`config.mk`:
```
export PLATFORM = sky130hd
export DESIGN_NAME = lru_page_replacement_unit
export DESIGN_NICKNAME = d
export VERILOG_FILES = /design/src/rtl/lru_pkg.sv /design/src/rtl/lru_page_replacement_unit.sv
export SDC_FILE = /design/constraint.sdc
export NUM_CORES = 1
export LEC_CHECK = 0
export ABC_AREA = 0
export BUFFER_PORTS_ARGS = -buffer_cell sky130_fd_sc_hd__buf_2
export CAP_MARGIN = 40
export CORE_ASPECT_RATIO = 0.6
export CORE_MARGIN = 2
export CORE_UTILIZATION = 33
export CTS_CLUSTER_DIAMETER = 60
export DETAILED_ROUTE_END_ITERATION = 10
export GPL_ROUTABILITY_DRIVEN = 0
export HOLD_SLACK_MARGIN = 0.03
export PLACE_DENSITY = 0.53
export SYNTH_ARGS = -nofsm -noshare
export SYNTH_HDL_FRONTEND = slang
export SYNTH_SLANG_ARGS = --single-unit
```
`constraint.sdc`:
```
create_clock -name aclk -period 11.8 [get_ports aclk]
set_clock_uncertainty 0.2 [all_clocks]
set_input_delay 1.18 -clock aclk [delete_from_list [all_inputs] [get_ports aclk]]
set_output_delay 1.18 -clock aclk [all_outputs]
set_load 0.02 [all_outputs]
```
`src/rtl/lru_pkg.sv`:
```
// Shared constants and types for the LRU page replacement unit.
package lru_pkg;

    localparam int FRAMES    = 16;
    localparam int PAGE_BITS = 16;
    localparam int IDX_W     = (FRAMES > 1) ? $clog2(FRAMES) : 1;
    localparam int CNT_W     = $clog2(FRAMES + 1);
    localparam int STAMP_W   = 32;
    localparam int LIMIT_W   = 5;
    localparam int MEM_W     = PAGE_BITS + STAMP_W;

    localparam logic [LIMIT_W-1:0] LIMIT_RESET = LIMIT_W'(16);

    typedef enum logic [1:0] {
        ST_IDLE,
        ST_SCAN,
        ST_LAST,
        ST_UPDATE
    } state_t;

endpackage

```
`src/rtl/lru_page_replacement_unit.sv`:
```
// LRU page replacement unit: frame store in one synchronous RAM, one reference per beat.
// Per reference: the scan reads every frame from the RAM in turn and compares each, then the update writes.
// A new reference is taken only in idle, once the scan, compare and update of the last one are done.
// The result register frees the input side; update waits only while a result is still unread.
// Reset clears valid bits and counters and sets the frame limit to 16; the RAM holds no reset.
module lru_page_replacement_unit (
    input  logic        aclk,
    input  logic        aresetn,
    input  logic        cfg_wr_en,
    input  logic [4:0]  cfg_wr_data,  // frame_limit
    input  logic        s_tvalid,
    output logic        s_tready,
    input  logic [15:0] s_tdata,      // page_number
    input  logic        s_tlast,      // last_reference
    output logic        m_tvalid,
    input  logic        m_tready,
    output logic [47:0] m_tdata,      // evicted_page[15:0], fault_total[47:16]
    output logic [1:0]  m_tuser,      // hit[0], evicted_valid[1]
    output logic        m_tlast       // final_count
);

    lru_pkg::state_t state_reg, state_next;

    logic [lru_pkg::MEM_W-1:0]     mem [lru_pkg::FRAMES];
    logic [lru_pkg::MEM_W-1:0]     rdata_reg;
    logic [lru_pkg::FRAMES-1:0]    valid_reg;
    logic [lru_pkg::IDX_W-1:0]     addr_reg;
    logic [lru_pkg::IDX_W-1:0]     cmp_idx_reg;
    logic                          cmp_en_reg;
    logic [lru_pkg::PAGE_BITS-1:0] page_reg;
    logic                          last_reg;
    logic [lru_pkg::LIMIT_W-1:0]   limit_reg;
    logic [lru_pkg::STAMP_W-1:0]   ref_cnt_reg;
    logic [31:0]                   fault_cnt_reg;
    logic                          hit_reg;
    logic [lru_pkg::IDX_W-1:0]     hit_idx_reg;
    logic [lru_pkg::STAMP_W-1:0]   best_age_reg;
    logic [lru_pkg::IDX_W-1:0]     best_idx_reg;
    logic [lru_pkg::PAGE_BITS-1:0] best_page_reg;
    logic                          m_tvalid_reg;
    logic [47:0]                   m_tdata_reg;
    logic [1:0]                    m_tuser_reg;
    logic                          m_tlast_reg;

    logic [lru_pkg::CNT_W-1:0]     lim;
    logic                          rd_en;
    logic                          upd_go;
    logic                          out_free;
    logic                          free_found;
    logic [lru_pkg::IDX_W-1:0]     free_idx;
    logic [lru_pkg::IDX_W-1:0]     slot;
    logic [lru_pkg::PAGE_BITS-1:0] q_page;
    logic [lru_pkg::STAMP_W-1:0]   q_stamp;
    logic [lru_pkg::STAMP_W-1:0]   q_age;
    logic                          q_in_lim;
    logic [31:0]                   fault_next;

    assign out_free = !m_tvalid_reg || m_tready;

    always_comb begin
        if (limit_reg == '0) begin
            lim = lru_pkg::CNT_W'(1);
        end else if (32'(limit_reg) > 32'(lru_pkg::FRAMES)) begin
            lim = lru_pkg::CNT_W'(lru_pkg::FRAMES);
        end else begin
            lim = lru_pkg::CNT_W'(limit_reg);
        end
    end

    always_comb begin
        state_next = state_reg;
        unique case (state_reg)
            lru_pkg::ST_IDLE: begin
                if (s_tvalid) state_next = lru_pkg::ST_SCAN;
            end
            lru_pkg::ST_SCAN: begin
                if (addr_reg == lru_pkg::IDX_W'(lru_pkg::FRAMES - 1)) begin
                    state_next = lru_pkg::ST_LAST;
                end
            end
            lru_pkg::ST_LAST: state_next = lru_pkg::ST_UPDATE;
            lru_pkg::ST_UPDATE: begin
                if (out_free) state_next = lru_pkg::ST_IDLE;
            end
            default: state_next = lru_pkg::ST_IDLE;
        endcase
    end

    always_comb begin
        s_tready = 1'b0;
        rd_en    = 1'b0;
        upd_go   = 1'b0;
        unique case (state_reg)
            lru_pkg::ST_IDLE:   s_tready = 1'b1;
            lru_pkg::ST_SCAN:   rd_en    = 1'b1;
            lru_pkg::ST_LAST:   ;
            lru_pkg::ST_UPDATE: upd_go   = out_free;
            default:            ;
        endcase
    end

    always_comb begin
        free_found = 1'b0;
        free_idx   = '0;
        for (int i = lru_pkg::FRAMES - 1; i >= 0; i--) begin
            if (lru_pkg::CNT_W'(i) < lim && !valid_reg[i]) begin
                free_found = 1'b1;
                free_idx   = lru_pkg::IDX_W'(i);
            end
        end
    end

    assign q_page   = rdata_reg[lru_pkg::MEM_W-1:lru_pkg::STAMP_W];
    assign q_stamp  = rdata_reg[lru_pkg::STAMP_W-1:0];
    assign q_age    = ref_cnt_reg - q_stamp;
    assign q_in_lim = lru_pkg::CNT_W'(cmp_idx_reg) < lim;

    always_comb begin
        priority if (hit_reg) begin
            slot = hit_idx_reg;
        end else if (free_found) begin
            slot = free_idx;
        end else begin
            slot = best_idx_reg;
        end
    end

    assign fault_next = (fault_cnt_reg != '1) ? fault_cnt_reg + 32'd1 : fault_cnt_reg;

    always_ff @(posedge aclk) begin
        if (rd_en) begin
            rdata_reg <= mem[addr_reg];
        end
        if (upd_go) begin
            mem[slot] <= {page_reg, ref_cnt_reg};
        end
    end

    always_ff @(posedge aclk) begin
        if (!aresetn) begin
            state_reg     <= lru_pkg::ST_IDLE;
            limit_reg     <= lru_pkg::LIMIT_RESET;
            valid_reg     <= '0;
            ref_cnt_reg   <= '0;
            fault_cnt_reg <= '0;
            addr_reg      <= '0;
            cmp_en_reg    <= 1'b0;
            hit_reg       <= 1'b0;
            m_tvalid_reg  <= 1'b0;
        end else begin
            state_reg  <= state_next;
            cmp_en_reg <= rd_en;
            if (cfg_wr_en) begin
                limit_reg <= cfg_wr_data;
            end
            if (s_tvalid && s_tready) begin
                addr_reg <= '0;
                hit_reg  <= 1'b0;
            end
            if (rd_en) begin
                addr_reg <= addr_reg + lru_pkg::IDX_W'(1);
            end
            if (cmp_en_reg && !hit_reg && valid_reg[cmp_idx_reg] && q_page == page_reg) begin
                hit_reg <= 1'b1;
            end
            if (upd_go) begin
                m_tvalid_reg <= 1'b1;
            end else if (m_tvalid_reg && m_tready) begin
                m_tvalid_reg <= 1'b0;
            end
            if (upd_go) begin
                if (last_reg) begin
                    valid_reg     <= '0;
                    ref_cnt_reg   <= '0;
                    fault_cnt_reg <= '0;
                end else begin
                    valid_reg[slot] <= 1'b1;
                    ref_cnt_reg     <= ref_cnt_reg + lru_pkg::STAMP_W'(1);
                    if (!hit_reg) fault_cnt_reg <= fault_next;
                end
            end
        end
    end

    always_ff @(posedge aclk) begin
        if (s_tvalid && s_tready) begin
            page_reg <= lru_pkg::PAGE_BITS'(s_tdata);
            last_reg <= s_tlast;
        end
        if (rd_en) begin
            cmp_idx_reg <= addr_reg;
        end
        if (cmp_en_reg) begin
            if (!hit_reg && valid_reg[cmp_idx_reg] && q_page == page_reg) begin
                hit_idx_reg <= cmp_idx_reg;
            end
            if (q_in_lim && (cmp_idx_reg == '0 || q_age > best_age_reg)) begin
                best_age_reg  <= q_age;
                best_idx_reg  <= cmp_idx_reg;
                best_page_reg <= q_page;
            end
        end
        if (upd_go) begin
            m_tuser_reg[0] <= hit_reg;
            m_tuser_reg[1] <= !hit_reg && !free_found;
            m_tdata_reg[15:0] <= (!hit_reg && !free_found) ? 16'(best_page_reg) : 16'd0;
            m_tdata_reg[47:16] <= hit_reg ? fault_cnt_reg : fault_next;
            m_tlast_reg <= last_reg;
        end
    end

    assign m_tvalid = m_tvalid_reg;
    assign m_tdata  = m_tdata_reg;
    assign m_tuser  = m_tuser_reg;
    assign m_tlast  = m_tlast_reg;

`ifndef SYNTHESIS
    a_accept_starts_scan: assert property (@(posedge aclk) disable iff (!aresetn)
        s_tvalid && s_tready |=> state_reg == lru_pkg::ST_SCAN && addr_reg == '0)
        else $error("scan did not start at frame zero");

    a_hit_frame_valid: assert property (@(posedge aclk) disable iff (!aresetn)
        state_reg == lru_pkg::ST_UPDATE && hit_reg |-> valid_reg[hit_idx_reg])
        else $error("hit on an empty frame");

    a_fault_monotonic: assert property (@(posedge aclk) disable iff (!aresetn)
        upd_go && !last_reg |=> fault_cnt_reg >= $past(fault_cnt_reg))
        else $error("fault count went down within a sequence");

    a_hit_no_evict: assert property (@(posedge aclk) disable iff (!aresetn)
        m_tvalid |-> !(m_tuser[0] && m_tuser[1]))
        else $error("eviction reported on a hit");
`endif

endmodule
```
# Word level (Yosys, flattened, before mapping)
# Memories as Yosys holds them, arrays and structs flattened. A register that Yosys moved wholly into a read port is not among the register bits.
# Index checks and enable logic that the tools add are counted.
# Widths: inputs -> output; s select.
[totals]
register_bits = 222
mem_bits_rw = 768
inputBits = 27
wordCells = 173
memories = 1
[classes]
n_addsub = 4
order_cmp = 22
eq_ne = 9
muxes = 60
bitwise_logic = 1
reduce_logical = 56
[mem_list]
columns = ["memory", "words", "word_bits", "read_ports", "rd_ports_with_merged_regs", "write_ports", "line_no", "rtl"]
rows = [
  ["mem", 16, 48, 1, 1, 1, "lru_page_replacement_unit.sv:24", "logic [lru_pkg::MEM_W-1:0] mem [lru_pkg::FRAMES];"],
]
[ops]
columns = ["operator", "n"]
rows = [
  ["$mux 32", 4],
  ["$mux 4", 20],
  ["$add 32x1->32 const B", 2],
  ["$lt 4x5->1 const A", 8],
  ["$gt 32x32->1", 1],
  ["$ne 32x32->1 const B", 1],
  ["$sub 32x32->32", 1],
  ["$mux 1", 27],
  ["$logic_and 1x1->1", 26],
  ["$lt 3x5->1 const A", 4],
  ["$logic_not 1->1", 19],
  ["$eq 16x16->1", 1],
  ["$mux 16", 1],
  ["$or 16x16->16", 1],
  ["$lt 1x5->1 const A", 2],
  ["$lt 2x5->1 const A", 2],
  ["$lt 4x5->1 const B", 2],
  ["$mux 5", 2],
  ["$pmux 2 s4", 1],
  ["$mux 2", 3],
  ["$ne 2x2->1 const B", 3],
  ["$reduce_bool 2->1", 3],
  ["$gt 5x5->1 const B", 1],
  ["$logic_not 5->1", 1],
  ["other kinds (13)", 16],
]

# Logic depth before layout (Yosys ltp)
[depth]
word_depth = 29
depth_mapped = 20
depth_no_buf = 20

# Least setup slack after synthesis
# Ideal clock, no wire load.
[synth_path]
path_type = "register -> register"
from = "reg ref_cnt_reg[17] (netlist name)"
to = "reg best_age_reg[0] (netlist name), enable pin"
setup_time_ns = 0.479
arrival_ns = 5.968
required_ns = 11.121
setup_slack_ns = 5.153
path_stages_with_launch = 15
path_buffers = 0
synth_period_minus_slack_ns = 6.647
cell_sequence = "dfxtp_1 -> ha_1 -> a21oi_1 -> o21ai_0 -> a211oi_1 -> a21boi_0 -> or4_1 -> a311oi_1 -> o21bai_1 -> xor2_1 -> ha_1 -> nand3_1 -> nor4_1 -> o21ai_0 -> a21oi_1"
[synth_via]
elab_chain_len = 5
[synth_lines]
columns = ["item", "line_no", "rtl"]
rows = [
  ["from (decl)", "lru_page_replacement_unit.sv:33", "logic [lru_pkg::STAMP_W-1:0] ref_cnt_reg;"],
  ["from (signal assigned)", "lru_page_replacement_unit.sv:178", "ref_cnt_reg <= ref_cnt_reg + lru_pkg::STAMP_W'(1);"],
  ["$sub 32x32->32", "lru_page_replacement_unit.sv:115", "assign q_age = ref_cnt_reg - q_stamp;"],
  ["net q_age, one bit", "lru_page_replacement_unit.sv:54", "logic [lru_pkg::STAMP_W-1:0] q_age;"],
  ["$gt 32x32->1", "lru_page_replacement_unit.sv:197", "if (q_in_lim && (cmp_idx_reg == '0 || q_age > best_age_reg)) begin"],
  ["$logic_or 1x1->1", "lru_page_replacement_unit.sv:197", ""],
  ["$logic_and 1x1->1", "lru_page_replacement_unit.sv:197", ""],
  ["$reduce_and 2->1 (no line)", "n/a", ""],
  ["to (signal assigned)", "lru_page_replacement_unit.sv:198", "best_age_reg <= q_age;"],
  ["to (decl)", "lru_page_replacement_unit.sv:37", "logic [lru_pkg::STAMP_W-1:0] best_age_reg;"],
]
# The timed path passes the listed nets, and every way through them passes these cells.
# A chain may end at the register's enable or synchronous reset.

# Final worst setup path
[layout_path]
from = "reg ref_cnt_reg[2] (netlist name)"
to = "reg best_page_reg[2] (netlist name), enable pin"
[layout_via]
elab_chain_len = 5
[layout_lines]
columns = ["item", "line_no", "rtl"]
rows = [
  ["$sub 32x32->32", "lru_page_replacement_unit.sv:115", ""],
  ["net q_age, one bit", "lru_page_replacement_unit.sv:54", ""],
  ["$gt 32x32->1", "lru_page_replacement_unit.sv:197", ""],
  ["$logic_or 1x1->1", "lru_page_replacement_unit.sv:197", ""],
  ["$logic_and 1x1->1", "lru_page_replacement_unit.sv:197", ""],
  ["$reduce_and 2->1 (no line)", "n/a", ""],
  ["to (signal assigned)", "lru_page_replacement_unit.sv:200", "best_page_reg <= q_page;"],
  ["to (decl)", "lru_page_replacement_unit.sv:39", "logic [lru_pkg::PAGE_BITS-1:0] best_page_reg;"],
]
# The timed path passes the listed nets, and every way through them passes these cells.

==> results.json <==
{
  "first_pass_iters": 8,
  "combinationalPowerShare": 0.150,
  "async_flop_share": 0,
  "ys_top_cells_by_area": "edfxtp_1, mux4_2, dfxtp_1",
  "clkLatencyLatePin_ns": 0.70,
  "synth_edf_count": 944,
  "wire_per_inst_um": 24.9,
  "grt_pass1_wl_um": 154000,
  "final.setup.tns_ns": 0,
  "finalWirelength_um": 105000,
  "initial_core_util": 0.333,
  "ctsHtreeMaxLevel": 3,
  "min_path_type": "reg -> reg",
  "arrival_ns": 6.42,
  "clk_root_buffer_cell": "clkbuf_16",
  "die_height_um": 281,
  "synth_top_area_frac": 0.672,
  "p_leak_nw": 15.2,
  "drc": 0,
  "ios": 80,
  "largest_reg_flops": 768,
  "num_vias": 22318,
  "die_area_um2": 131000,
  "num_rows": 101,
  "worst_slew_pin_slew_ns": 1.21,
  "outcome": "completed",
  "cts_buffer_depth": 3,
  "syn_area_um2": 42200,
  "worstPathMaxFanout": 39,
  "critPathCaptureType": "register",
  "antenna_left": 0,
  "area_delta_synth_final_pct": 14.0,
  "powerDensity_nw_per_um2": 181,
  "core_um2": 127000,
  "hpwl_um": 62500,
  "ys_ff_latch": 1038,
  "critPathRequiredTime_ns": 11.90,
  "crit_type": "reg -> reg",
  "synthCells": 2324,
  "fin_nets": 2552,
  "power.internal_w": 0.00645,
  "syn_nets": 2425,
  "synthFlopType": "edfxtp_1",
  "grt_max_degree": 141,
  "synth_cell_types": 79,
  "io_buffers": 79,
  "slowest_stage": "dfxtp_1",
  "hold_ws_ns": 0.285,
  "rsz0062_at_grt": "false",
  "period_needed_ns": 6.31,
  "drv_cap": 0,
  "start_kind": "register",
  "power_frac_seq": 0.507,
  "hold_viol_final": 0,
  "vdd.ir_drop.worst_v": 0.000135,
  "drt_iter0_markers": 2931,
  "setup_viol": 0,
  "power_switching_w": 0.00226,
  "fin_crit_sh": 0.535,
  "clockPowerShare": 0.343,
  "grt-ovfl-total": 0,
  "switching_share": 0.260,
  "track_usage": 0.160,
  "max_freq_mhz": 158,
  "vias_per_cell": 5.28,
  "grt_pass1_vias": 22037,
  "antenna_found_initial": 3,
  "cts_buffers": 93,
  "critical_path.cell_chain": "ha_1 -> o211ai_1 -> a21oi_1 -> o311ai_0 -> a21oi_1 -> a311oi_1 -> o31ai_1 -> o21ai_0 -> xnor2_1 -> ha_1 -> nand3_1 -> nor4_1 -> o21ai_0 -> a21oi_4 -> buf_4",
  "post-cts-setup-buffers": 0,
  "synth_area_leader_cell": "edfxtp_1",
  "cp_slowest_stage_delay_ns": 0.74,
  "yosysWarnings": 0,
  "syn_area_per_cell_um2": 18.1,
  "maxSlewViolCount": 0,
  "seq_area_frac_synth": 0.717,
  "ctsResizeCount": 0,
  "hold_buffers": 0,
  "cts_tree": "yes",
  "die_w_um": 466,
  "slew_headroom": 0.190,
  "cts_sinks": 1038,
  "drive_gt1_frac": 0.219,
  "clkTransAtPathRegs_ns": 0.07
}
cell type report:
cell class,count,area (um^2)
inverters,87,327
repair buffers,132,1070
clock inverters,44,420
diodes,1,2.50
multi-input cells,1099,11300
well taps,1699,2130
clock buffers,129,2530
fillers,11460,78600
flip-flops and latches,1038,30200
cells by family (layout without fill, tap and decap cells):
kind of cell	Yosys count	in the layout	synth area share
AND/OR/NAND/NOR	400	400	0.0491
XOR/XNOR	102	102	0.0212
AO/OA/AOI/OAI	272	272	0.0409
flip-flops	1038	1038	0.717
multiplexers	251	251	0.132
adder cells (fa/ha/maj)	74	74	0.0221
buffers and inverters	187	392	0.0178
other	0	1	0
path summary, 6_finish.rpt:
kind | startpoint | to | slack [ns] | cells past startpoint
max | ref_cnt_reg[2]$_SDFFE_PN0P_ | best_page_reg[2]$_DFFE_PP_ | 5.49 | 15
min reg2reg | rdata_reg[46]$_DFFE_PP_ | best_page_reg[14]$_DFFE_PP_ | 0.29 | 0
max reg2reg | ref_cnt_reg[2]$_SDFFE_PN0P_ | best_page_reg[2]$_DFFE_PP_ | 5.49 | 15
min | rdata_reg[46]$_DFFE_PP_ | best_page_reg[14]$_DFFE_PP_ | 0.29 | 0
placed cells by master (no fill, tap or decap), types with 72 or more instances in the layout:
| master | netlist | layout |
|---|---|---|
| a21oi_1 | 78 | 77 |
| clkbuf_16 | 0 | 95 |
| o21ai_0 | 75 | 75 |
| edfxtp_1 | 944 | 944 |
| dfxtp_1 | 94 | 90 |
| nor2_1 | 101 | 85 |
| buf_2 | 11 | 79 |
| ha_1 | 73 | 72 |
| mux4_2 | 245 | 245 |
| inv_1 | 85 | 85 |
| nand2_1 | 95 | 94 |
critical path, delay by kind of cell (launching register included):
| kind | cells | cell delay (ns) |
|---|---|---|
| compound gates | 9 | 2.92 |
| flops | 1 | 0.74 |
| fa+ha+maj | 2 | 0.73 |
| buf+inv | 1 | 0.63 |
| simple gates | 2 | 0.55 |
| xor+xnor | 1 | 0.13 |
through the flow:
step	total power [W]	util	area [um^2]	instances	worst slack, ns
4_1_cts	0.00880	0.380	48100	4228	5.43
3_3_place_gp	0.00578	0.353	44700	4037	5.53
5_1_grt	0.00906	0.380	48100	4228	4.93
2_1_floorplan	0.00535	-	42200	2324	5.15
6_report	0.00871	0.380	48100	4229	5.49
3_5_place_dp	0.00581	0.356	45100	4055	5.46
per-layer routing:
metal	routed length (um)	track usage	up-vias
met5	0	0	-
met4	1510	0.0312	0
met3	7120	0.0291	132
met2	44700	0.227	808
met1	51800	0.255	11807
li1	-	-	9571
power groups by stage:
stage	clock network, W	logic [W]	registers [W]
after floorplan	0	0.000931	0.00442
final	0.00299	0.00131	0.00441
after CTS	0.00306	0.00132	0.00442
after global placement	0	0.00128	0.00450
after detailed placement	0	0.00132	0.00450
after global routing	0.00320	0.00142	0.00444
cells in the mapped netlist, types with 16 or more instances:
library cell	instances
inv_1	85
xor2_1	41
nor2_1	101
mux4_2	245
nand4_1	21
nand2_1	95
or3_1	23
ha_1	73
nor3_1	16
and3_1	32
a21oi_1	78
o21ai_0	75
dfxtp_1	94
xnor2_1	61
edfxtp_1	944
nand3_1	33
clkbuf_1	70
Note: power is estimated with default switching activity, not from simulation.
